**src/sv/stlb_pkg.sv**
```systemverilog
// ----------------------------------------------------------------------------
// stlb_pkg: shared types and constants of the server table load balancer
// Holds the table geometry, request and status codes and the controller
// to datapath command and status structs.
// ----------------------------------------------------------------------------
package stlb_pkg;

	localparam int MaxServers = 16;
	localparam int SlotW      = $clog2(MaxServers);
	localparam int BoundW     = SlotW + 1;
	localparam int UsersW     = 24;
	localparam logic [UsersW-1:0] UsersMax = {UsersW{1'b1}};
	localparam logic [31:0] HashSeed = 32'd5381;
	localparam logic [15:0] MarginReset = 16'd50;

	typedef enum logic [2:0] {
		KIND_REGISTER   = 3'd0,
		KIND_REPORT     = 3'd1,
		KIND_DISCONNECT = 3'd2,
		KIND_ALLOCATE   = 3'd3,
		KIND_ADD_USER   = 3'd4
	} kind_t;

	typedef enum logic [1:0] {
		ST_OK       = 2'd0,
		ST_NOTFOUND = 2'd1,
		ST_FULL     = 2'd2
	} status_t;

	typedef enum logic [2:0] {
		S_IDLE,
		S_HASH,
		S_MOD,
		S_SCAN,
		S_DONE,
		S_OUT
	} state_t;

	typedef struct packed {
		logic load;     // capture input item, reset scan and hash
		logic hash_step;
		logic mod_step;
		logic scan_step;
		logic finish;   // apply update and build result
	} cmd_t;

	typedef struct packed {
		logic hash_done;
		logic mod_done;
		logic scan_done;
	} sts_t;

endpackage

```
**src/sv/stlb_ctrl.sv**
```systemverilog
// ----------------------------------------------------------------------------
// stlb_ctrl: request sequencer
// Steps each item through hashing, reduction, table scan and result.
// ----------------------------------------------------------------------------
module stlb_ctrl (
	input  logic            clk,
	input  logic            arst_n,
	input  logic            in_valid,
	output logic            in_ready,
	output logic            out_valid,
	input  logic            out_ready,
	output stlb_pkg::cmd_t  cmd,
	input  stlb_pkg::sts_t  sts
);
	import stlb_pkg::*;

	state_t state_q, state_d;

	always_ff @(posedge clk or negedge arst_n) begin
		if (!arst_n) state_q <= S_IDLE;
		else state_q <= state_d;
	end

	always_comb begin
		state_d = state_q;
		unique case (state_q)
			S_IDLE: if (in_valid) state_d = S_HASH;
			S_HASH: if (sts.hash_done) state_d = S_MOD;
			S_MOD:  if (sts.mod_done) state_d = S_SCAN;
			S_SCAN: if (sts.scan_done) state_d = S_DONE;
			S_DONE: state_d = S_OUT;
			S_OUT:  if (out_ready) state_d = S_IDLE;
			default: state_d = S_IDLE;
		endcase
	end

	always_comb begin
		cmd = '0;
		in_ready = 1'b0;
		out_valid = 1'b0;
		unique case (state_q)
			S_IDLE: begin
				in_ready = 1'b1;
				cmd.load = in_valid;
			end
			S_HASH: cmd.hash_step = 1'b1;
			S_MOD:  cmd.mod_step = 1'b1;
			S_SCAN: cmd.scan_step = 1'b1;
			S_DONE: cmd.finish = 1'b1;
			S_OUT:  out_valid = 1'b1;
			default: ;
		endcase
	end

endmodule

```
**src/sv/stlb_datapath.sv**
```systemverilog
// ----------------------------------------------------------------------------
// stlb_datapath: server table and request arithmetic
// Holds the table, a byte-serial hash, a restoring modulo unit and a
// one-slot-per-cycle scan, and builds the result item.
// ----------------------------------------------------------------------------
module stlb_datapath (
	input  logic                        clk,
	input  logic                        arst_n,
	input  stlb_pkg::cmd_t              cmd,
	output stlb_pkg::sts_t              sts,
	input  logic                        cfg_valid,
	input  logic [15:0]                 cfg_data,
	input  logic [2:0]                  kind,
	input  logic [15:0]                 conn_handle,
	input  logic [31:0]                 server_addr,
	input  logic [15:0]                 server_port_in,
	input  logic [stlb_pkg::UsersW-1:0] reported_users,
	input  logic [31:0]                 user_key,
	output logic [1:0]                  status,
	output logic [31:0]                 chosen_addr,
	output logic [15:0]                 chosen_port,
	output logic [stlb_pkg::SlotW-1:0]  slot_id
);
	import stlb_pkg::*;

	// Table. Entry id equals slot index, so no id store is needed.
	logic [MaxServers-1:0] valid_q;
	logic [15:0]           handle_q [MaxServers];
	logic [31:0]           addr_q   [MaxServers];
	logic [15:0]           port_q   [MaxServers];
	logic [UsersW-1:0]     users_q  [MaxServers];
	logic [BoundW-1:0]     bound_q;
	logic [15:0]           margin_q;

	// Captured request.
	logic [2:0]        kind_q;
	logic [15:0]       handle_in_q;
	logic [31:0]       addr_in_q;
	logic [15:0]       port_in_q;
	logic [UsersW-1:0] rep_q;
	logic [31:0]       key_q;

	// Hash and modulo.
	logic [31:0] hash_q;
	logic [1:0]  byte_q;
	logic [31:0] quot_q;      // dividend bits shifted out
	logic [BoundW-1:0] rem_q;
	logic [5:0]  mbit_q;

	// Scan.
	logic [SlotW:0]   idx_q;
	logic             found_q, pick_ok_q, first_ok_q, least_ok_q;
	logic [SlotW-1:0] found_i_q, pick_i_q, first_i_q, least_i_q, free_i_q;
	logic             free_ok_q, above_q;
	logic [MaxServers-1:0] match_q;

	logic [SlotW-1:0] ix;
	logic [7:0]       kbyte;
	logic [BoundW:0]  rem_sh;

	// Result of the finished request.
	logic [SlotW-1:0] sel_i;
	logic [1:0]       res_status;
	logic [31:0]      res_addr;
	logic [15:0]      res_port;
	logic [SlotW-1:0] res_slot;

	assign ix = idx_q[SlotW-1:0];
	assign kbyte = key_q[8*byte_q +: 8];
	assign rem_sh = {rem_q, quot_q[31]};

	assign sts.hash_done = (byte_q == 2'd3);
	assign sts.mod_done  = (mbit_q == 6'd31) || (bound_q == '0);
	assign sts.scan_done = (idx_q == (SlotW+1)'(MaxServers - 1));

	always_comb begin
		sel_i = pick_ok_q ? pick_i_q : first_i_q;
		if (25'(users_q[sel_i]) > 25'(users_q[least_i_q]) + 25'(margin_q))
			sel_i = least_i_q;
		res_status = ST_NOTFOUND;
		res_addr = '0;
		res_port = '0;
		res_slot = '0;
		unique case (kind_q) inside
			KIND_REGISTER: begin
				if (free_ok_q) begin
					res_status = ST_OK;
					res_slot = free_i_q;
				end else res_status = ST_FULL;
			end
			KIND_REPORT, KIND_DISCONNECT, KIND_ADD_USER: if (found_q) res_status = ST_OK;
			KIND_ALLOCATE: if (first_ok_q) begin
				res_status = ST_OK;
				res_addr = addr_q[sel_i];
				res_port = port_q[sel_i];
				res_slot = sel_i;
			end
			default: ;
		endcase
	end

	always_ff @(posedge clk or negedge arst_n) begin
		if (!arst_n) begin
			valid_q <= '0;
			bound_q <= '0;
			margin_q <= MarginReset;
		end else begin
			if (cfg_valid) margin_q <= cfg_data;
			if (cmd.finish) begin
				unique case (kind_q)
					KIND_REGISTER: if (free_ok_q) begin
						valid_q[free_i_q] <= 1'b1;
						if (above_q) bound_q <= BoundW'(free_i_q) + 1'b1;
					end
					KIND_DISCONNECT: if (found_q) valid_q[found_i_q] <= 1'b0;
					default: ;
				endcase
			end
		end
	end

	always_ff @(posedge clk) begin
		if (cmd.load) begin
			kind_q <= kind;
			handle_in_q <= conn_handle;
			addr_in_q <= server_addr;
			port_in_q <= server_port_in;
			rep_q <= reported_users;
			key_q <= user_key;
			hash_q <= HashSeed;
			byte_q <= '0;
			mbit_q <= '0;
			rem_q <= '0;
			idx_q <= '0;
			found_q <= 1'b0; pick_ok_q <= 1'b0; first_ok_q <= 1'b0;
			least_ok_q <= 1'b0; free_ok_q <= 1'b0; above_q <= 1'b1;
			match_q <= '0;
		end
		if (cmd.hash_step) begin
			hash_q <= (hash_q << 5) + hash_q + 32'(kbyte);
			byte_q <= byte_q + 1'b1;
			quot_q <= (hash_q << 5) + hash_q + 32'(kbyte);
		end
		if (cmd.mod_step && bound_q != '0) begin
			// Restoring reduction, one dividend bit per cycle.
			if (rem_sh >= {1'b0, bound_q}) rem_q <= BoundW'(rem_sh - {1'b0, bound_q});
			else rem_q <= rem_sh[BoundW-1:0];
			quot_q <= quot_q << 1;
			mbit_q <= mbit_q + 1'b1;
		end
		if (cmd.scan_step) begin
			idx_q <= idx_q + 1'b1;
			if (valid_q[ix]) begin
				if (handle_q[ix] == handle_in_q) begin
					match_q[ix] <= 1'b1;
					if (!found_q) begin
						found_q <= 1'b1;
						found_i_q <= ix;
					end
				end
				if (!first_ok_q) begin
					first_ok_q <= 1'b1;
					first_i_q <= ix;
				end
				if (!pick_ok_q && {1'b0, ix} >= rem_q) begin
					pick_ok_q <= 1'b1;
					pick_i_q <= ix;
				end
				if (!least_ok_q || users_q[least_i_q] >= users_q[ix]) begin
					least_ok_q <= 1'b1;
					least_i_q <= ix;
				end
				if (free_ok_q) above_q <= 1'b0;
			end else if (!free_ok_q) begin
				free_ok_q <= 1'b1;
				free_i_q <= ix;
			end
		end
		if (cmd.finish) begin
			status <= res_status;
			chosen_addr <= res_addr;
			chosen_port <= res_port;
			slot_id <= res_slot;
			unique case (kind_q)
				KIND_REGISTER: if (free_ok_q) begin
					handle_q[free_i_q] <= handle_in_q;
					addr_q[free_i_q] <= addr_in_q;
					port_q[free_i_q] <= port_in_q;
					users_q[free_i_q] <= '0;
				end
				KIND_REPORT: if (found_q) users_q[found_i_q] <= rep_q;
				KIND_ADD_USER: begin
					for (int i = 0; i < MaxServers; i++)
						if (match_q[i] && users_q[i] != UsersMax)
							users_q[i] <= users_q[i] + 1'b1;
				end
				default: ;
			endcase
		end
	end

endmodule

```
**src/sv/server_table_load_balancer.sv**
```systemverilog
// ----------------------------------------------------------------------------
// server_table_load_balancer: top level
// Server table with hashed placement and least-loaded fallback.
// ----------------------------------------------------------------------------
// Requests enter on s_axis (tdata: kind, conn_handle, server_addr,
// server_port_in, reported_users, user_key from bit 0 up). One result per
// request leaves on m_axis (tdata: status, chosen_addr, chosen_port, slot_id).
// The margin register is written on cfg_valid/cfg_ready; the user must write it
// only while idle, which the block itself does not enforce. One item is in
// flight at a time. An item passes through the byte-serial hash, the bit-serial
// modulo unit (which does no work when no server was ever appended), the scan
// of the 16 slots and the result state before m_axis_tvalid rises, and the next
// request is accepted only after the result is taken. The modulo unit and the
// scan over the 16 slots take most of an item's time.
// Reset clears the table and sets the margin to 50. While m_axis_tready is
// low the result is held and no new request is accepted.
// ----------------------------------------------------------------------------
module server_table_load_balancer (
	input  logic         clk,
	input  logic         arst_n,
	input  logic         s_axis_tvalid,
	output logic         s_axis_tready,
	// kind[2:0], conn_handle[18:3], server_addr[50:19], server_port_in[66:51],
	// reported_users[90:67], user_key[122:91], zero fill
	input  logic [127:0] s_axis_tdata,
	output logic         m_axis_tvalid,
	input  logic         m_axis_tready,
	// status[1:0], chosen_addr[33:2], chosen_port[49:34], slot_id[53:50], zero fill
	output logic [55:0]  m_axis_tdata,
	input  logic         cfg_valid,
	output logic         cfg_ready,
	input  logic [15:0]  cfg_data
);
	import stlb_pkg::*;

	cmd_t cmd;
	sts_t sts;

	assign cfg_ready = 1'b1;
	assign m_axis_tdata[55:54] = '0;

	stlb_ctrl u_ctrl (
		.clk(clk), .arst_n(arst_n),
		.in_valid(s_axis_tvalid), .in_ready(s_axis_tready),
		.out_valid(m_axis_tvalid), .out_ready(m_axis_tready),
		.cmd(cmd), .sts(sts)
	);

	stlb_datapath u_dp (
		.clk(clk), .arst_n(arst_n), .cmd(cmd), .sts(sts),
		.cfg_valid(cfg_valid), .cfg_data(cfg_data),
		.kind(s_axis_tdata[2:0]),
		.conn_handle(s_axis_tdata[18:3]),
		.server_addr(s_axis_tdata[50:19]),
		.server_port_in(s_axis_tdata[66:51]),
		.reported_users(s_axis_tdata[90:67]),
		.user_key(s_axis_tdata[122:91]),
		.status(m_axis_tdata[1:0]),
		.chosen_addr(m_axis_tdata[33:2]),
		.chosen_port(m_axis_tdata[49:34]),
		.slot_id(m_axis_tdata[53:50])
	);

	// Unused input bits above the last field.
	logic unused_fill;
	assign unused_fill = ^s_axis_tdata[127:123];

endmodule

```
**config.mk**
```make
export PLATFORM = sky130hd
export DESIGN_NAME = server_table_load_balancer
export DESIGN_NICKNAME = d
export VERILOG_FILES = /design/src/sv/stlb_pkg.sv /design/src/sv/stlb_ctrl.sv /design/src/sv/stlb_datapath.sv /design/src/sv/server_table_load_balancer.sv
export SDC_FILE = /design/constraint.sdc
export NUM_CORES = 2
export LEC_CHECK = 0
export ABC_AREA = 0
export BUFFER_PORTS_ARGS = -buffer_cell sky130_fd_sc_hd__buf_2
export CORE_MARGIN = 2
export CORE_UTILIZATION = 55
export CTS_BUF_LIST = sky130_fd_sc_hd__clkbuf_2 sky130_fd_sc_hd__clkbuf_4 sky130_fd_sc_hd__clkbuf_8
export CTS_CLUSTER_DIAMETER = 200
export DETAILED_ROUTE_END_ITERATION = 16
export HOLD_SLACK_MARGIN = 0.05
export PLACE_DENSITY = 0.71
export SLEW_MARGIN = 20
export SYNTH_ARGS = -nofsm -noshare
export SYNTH_HDL_FRONTEND = slang
export SYNTH_SLANG_ARGS = --single-unit
```
**constraint.sdc**
```tcl
create_clock -name clk -period 12.9 [get_ports clk]
set_input_delay 2.58 -clock clk [delete_from_list [all_inputs] [get_ports clk]]
set_output_delay 2.58 -clock clk [all_outputs]
set_load 0.01 [all_outputs]
```
==> results.py <==
metrics = {
    "outcome": {
        "status": "completed",
    },
    "floorplanning": {
        "start_util": 0.554,
        "rows": 144,
        "die_w_um": 398,
        "die_y_um": 398,
        "die_area_um2": 158000,
        "ios": 208,
        "coreArea_um2": 154000,
    },
    "cells_and_area": {
        "area_growth_pct": 10.3,
        "fin_cells": 8473,
        "final_cell_mix": "1,686 x edfxtp_1, 494 x o21ai_0, 421 x mux4_2, 385 x nand2_1, 325 x clkbuf_8",
        "fin_nets": 6524,
        "final_common_cell": "edfxtp_1",
        "stdcell_area_um2": 94200,
        "layout-drive-gt1-share": 0.204,
    },
    "clocking": {
        "cts_resized": 0,
        "cts_root_buf": "clkbuf_8",
        "clk_latency_ns": 1.05,
        "cts_tree": "built",
        "clk_path_buf_depth": 4,
        "cts_buffers": 307,
        "post-cts-setup-buffers": 0,
        "cts_sinks": 1757,
        "cts_hold_buf": 0,
        "path_clk_slew_ns": 0.06,
        "htreeDepth": 5,
    },
    "power": {
        "ir_worst_vdd_mv": 0.148,
        "power_density_nw_per_um2": 159,
        "p_leak_nw": 31.2,
    },
    "setup_path": {
        "critPathCaptureType": "flop",
        "arrival_ns": 11.76,
        "critical_path.slowest_cell": "a211oi_4",
        "start_kind": "flop",
        "cp_max_fo": 59,
        "path_buf_inv": 4,
        "critPathRequiredTime_ns": 13.79,
        "cp_common_cell": "buf_4",
        "path_delay_family": "compound AO/OA/AOI/OAI gates",
        "crit_chain": "buf_4 -> buf_4 -> mux4_2 -> mux4_2 -> ha_1 -> o2111a_1 -> o21ai_0 -> a21boi_0 -> a221o_1 -> xnor2_1 -> ha_1 -> nand4_1 -> nor3_1 -> o211a_1 -> o31a_1 -> nor2_1 -> a211oi_4 -> buf_4 -> or2_4 -> buf_4 -> mux2i_1 -> a2111oi_0 -> a32o_1",
        "max_stage_delay_ns": 0.91,
        "critPathKind": "flop to flop",
    },
    "routing": {
        "drt-wirelength-per-cell_um": 28.3,
        "drt_pass1_iterations": 6,
        "totalWireLength_um": 240000,
        "detail_route.vias_per_cell": 6.71,
        "drcViolationCount": 0,
        "vias": 56900,
        "drt_iter0_markers": 7428,
        "route.antenna.remaining_nets": 0,
    },
    "place": {
        "port_buffers": 199,
        "dp_cells": 7944,
        "dp_hpwl_um": 148000,
        "placed_area_um2": 88400,
        "gp_congestion": 0.922,
        "pre_cts_slack_ns": 2.27,
    },
    "synth": {
        "synthFlopType": "edfxtp_1",
        "ys_ff_latch": 1757,
        "synth_cell_type_count": 83,
        "synth_edf_count": 1686,
        "syn_area_um2": 85400,
        "synth_async_sr_flop_share": 0.0228,
        "ys_seq_area_frac": 0.612,
        "syn_area_per_cell_um2": 14.3,
        "synthCells": 5981,
        "yosys_warnings": 0,
    },
    "sta": {
        "slew_viol_final": 0,
        "layout_min_cycle_time_ns": 10.87,
        "setup_tns_ns": 0,
        "fin_crit_sh": 0.842,
        "worst_pin_slew_ns": 1.19,
        "maxSlewHeadroom": 0.205,
        "report.final.setup_viol": 0,
        "setup_ws_ns": 2.03,
        "rsz0062_at_grt": "no",
        "skew_ns": 0.0895,
        "hold_viol": 0,
        "max_clock_freq_mhz": 92.0,
    },
    "global_routing": {
        "overflow": 0,
        "grt_pass1_vias": 55200,
        "grt_usage": 0.300,
        "antenna_found_initial": 9,
        "grt_pass1_wl_um": 352000,
        "grt_max_degree": 149,
    },
    "worst_hold_path": {
        "min_path_type": "flop to flop",
    },
    "run": {
        "drv_cap": 0,
    },
}
## state kept, by name (all words and copies together) (netlist names), 5 cells and up, named ones only
name and cells:
u_dp.rem_q 5, u_dp.margin_q 16, u_dp.chosen_addr 32, u_dp.port_in_q 16, u_dp.idx_q 5, u_dp.valid_q 16, u_dp.key_q 32, u_dp.hash_q 32
u_dp.chosen_port 16, u_dp.addr_in_q 32, u_dp.mbit_q 6, u_dp.addr_q 512, u_dp.handle_in_q 16, u_dp.bound_q 5, u_dp.handle_q 256, u_dp.rep_q 24
u_dp.match_q 16, u_dp.users_q 384, u_dp.quot_q 32, u_dp.port_q 256
## cell usage after synthesis, types with 37 or more instances
library cell | number | area [µm²]
a21oi_1 | 73 | 365
buf_2 | 51 | 255
o21ai_0 | 510 | 2550
mux4_2 | 421 | 9480
or3_1 | 45 | 282
nor3_1 | 73 | 365
nand3_1 | 196 | 981
inv_1 | 140 | 526
nor2_1 | 254 | 953
xnor2_1 | 204 | 1790
o22ai_1 | 144 | 901
nand4_1 | 74 | 463
a211oi_1 | 48 | 360
o221ai_1 | 72 | 631
a31oi_1 | 97 | 607
xor2_1 | 212 | 1860
buf_1 | 52 | 195
dfrtp_1 | 37 | 926
nand2_1 | 385 | 1450
ha_1 | 158 | 1980
clkbuf_1 | 258 | 968
o211ai_1 | 38 | 285
and3_1 | 114 | 713
a2111oi_0 | 40 | 350
edfxtp_1 | 1686 | 50600
a21o_1 | 50 | 375
## kinds of logic after synthesis
logic type / Yosys count / share of synthesized area
XOR/XNOR: 416 / 0.0427
adder cells (fa/ha/maj): 164 / 0.0246
other: 2 / 0.0000880
flip-flops: 1757 / 0.612
AO/OA/AOI/OAI: 1349 / 0.104
multiplexers: 474 / 0.118
buffers and inverters: 519 / 0.0249
AND/OR/NAND/NOR: 1300 / 0.0739
## cell type report
type,instances,area [µm²]
clock inverter,109,573
timing repair buffer,299,1790
inverter,140,532
clock buffer,414,5140
multi-input combinational,3706,31300
fill,11600,59900
antenna,4,10.0
sequential,1757,52300
tap,2044,2560
## power breakdown
part / total [mW] / internal [mW] / switching, mW
logic: 3.15 / 1.37 / 1.78
clock network: 4.89 / 2.65 / 2.24
registers: 6.90 / 6.58 / 0.320
total: 14.9 / 10.6 / 4.35
## worst paths after layout
| kind | slack, ns | startpoint | endpoint | cells after the start |
|---|---|---|---|---|
| max | 2.03 | flop | u_dp.chosen_addr[22] | 23 |
| min | 0.46 | u_dp.quot_q[0] | u_dp.quot_q[0] | 2 |
| max reg2reg | 2.03 | flop | u_dp.chosen_addr[22] | 23 |
| min reg2reg | 0.46 | u_dp.quot_q[0] | u_dp.quot_q[0] | 2 |
| max in group asynchronous | 10.69 | arst_n | u_ctrl.state_q[1] | 2 |
| min in group asynchronous | 1.62 | arst_n | u_dp.margin_q[9] | 2 |
## metal layers
layer / wire length (µm) / vias to the layer above / track usage
li1: - / 24300 / -
met1: 93700 / 28600 / 0.417
met2: 111000 / 3359 / 0.460
met3: 23800 / 563 / 0.0589
met4: 11000 / 0 / 0.138
met5: 0 / - / 0
## worst reg2reg max path: cells and delay by family (launching register included)
family	cells	cell delay (ns)
compound gates	9	3.86
xor+xnor	1	0.15
fa+ha+maj	2	0.78
buf+inv	4	2.08
flops	1	0.79
mux	3	1.36
simple gates	4	1.75
## per-stage QoR
step,total power [mW],hold slack [ns],utilization
after floorplan,9.30,0.425,-
after global placement,10.1,0.446,0.574
after detailed placement,10.1,0.456,0.574
after CTS,15.0,0.464,0.611
after global routing,15.6,0.495,0.611
final,14.9,0.462,0.611
Power figures use the tool's default switching activity.
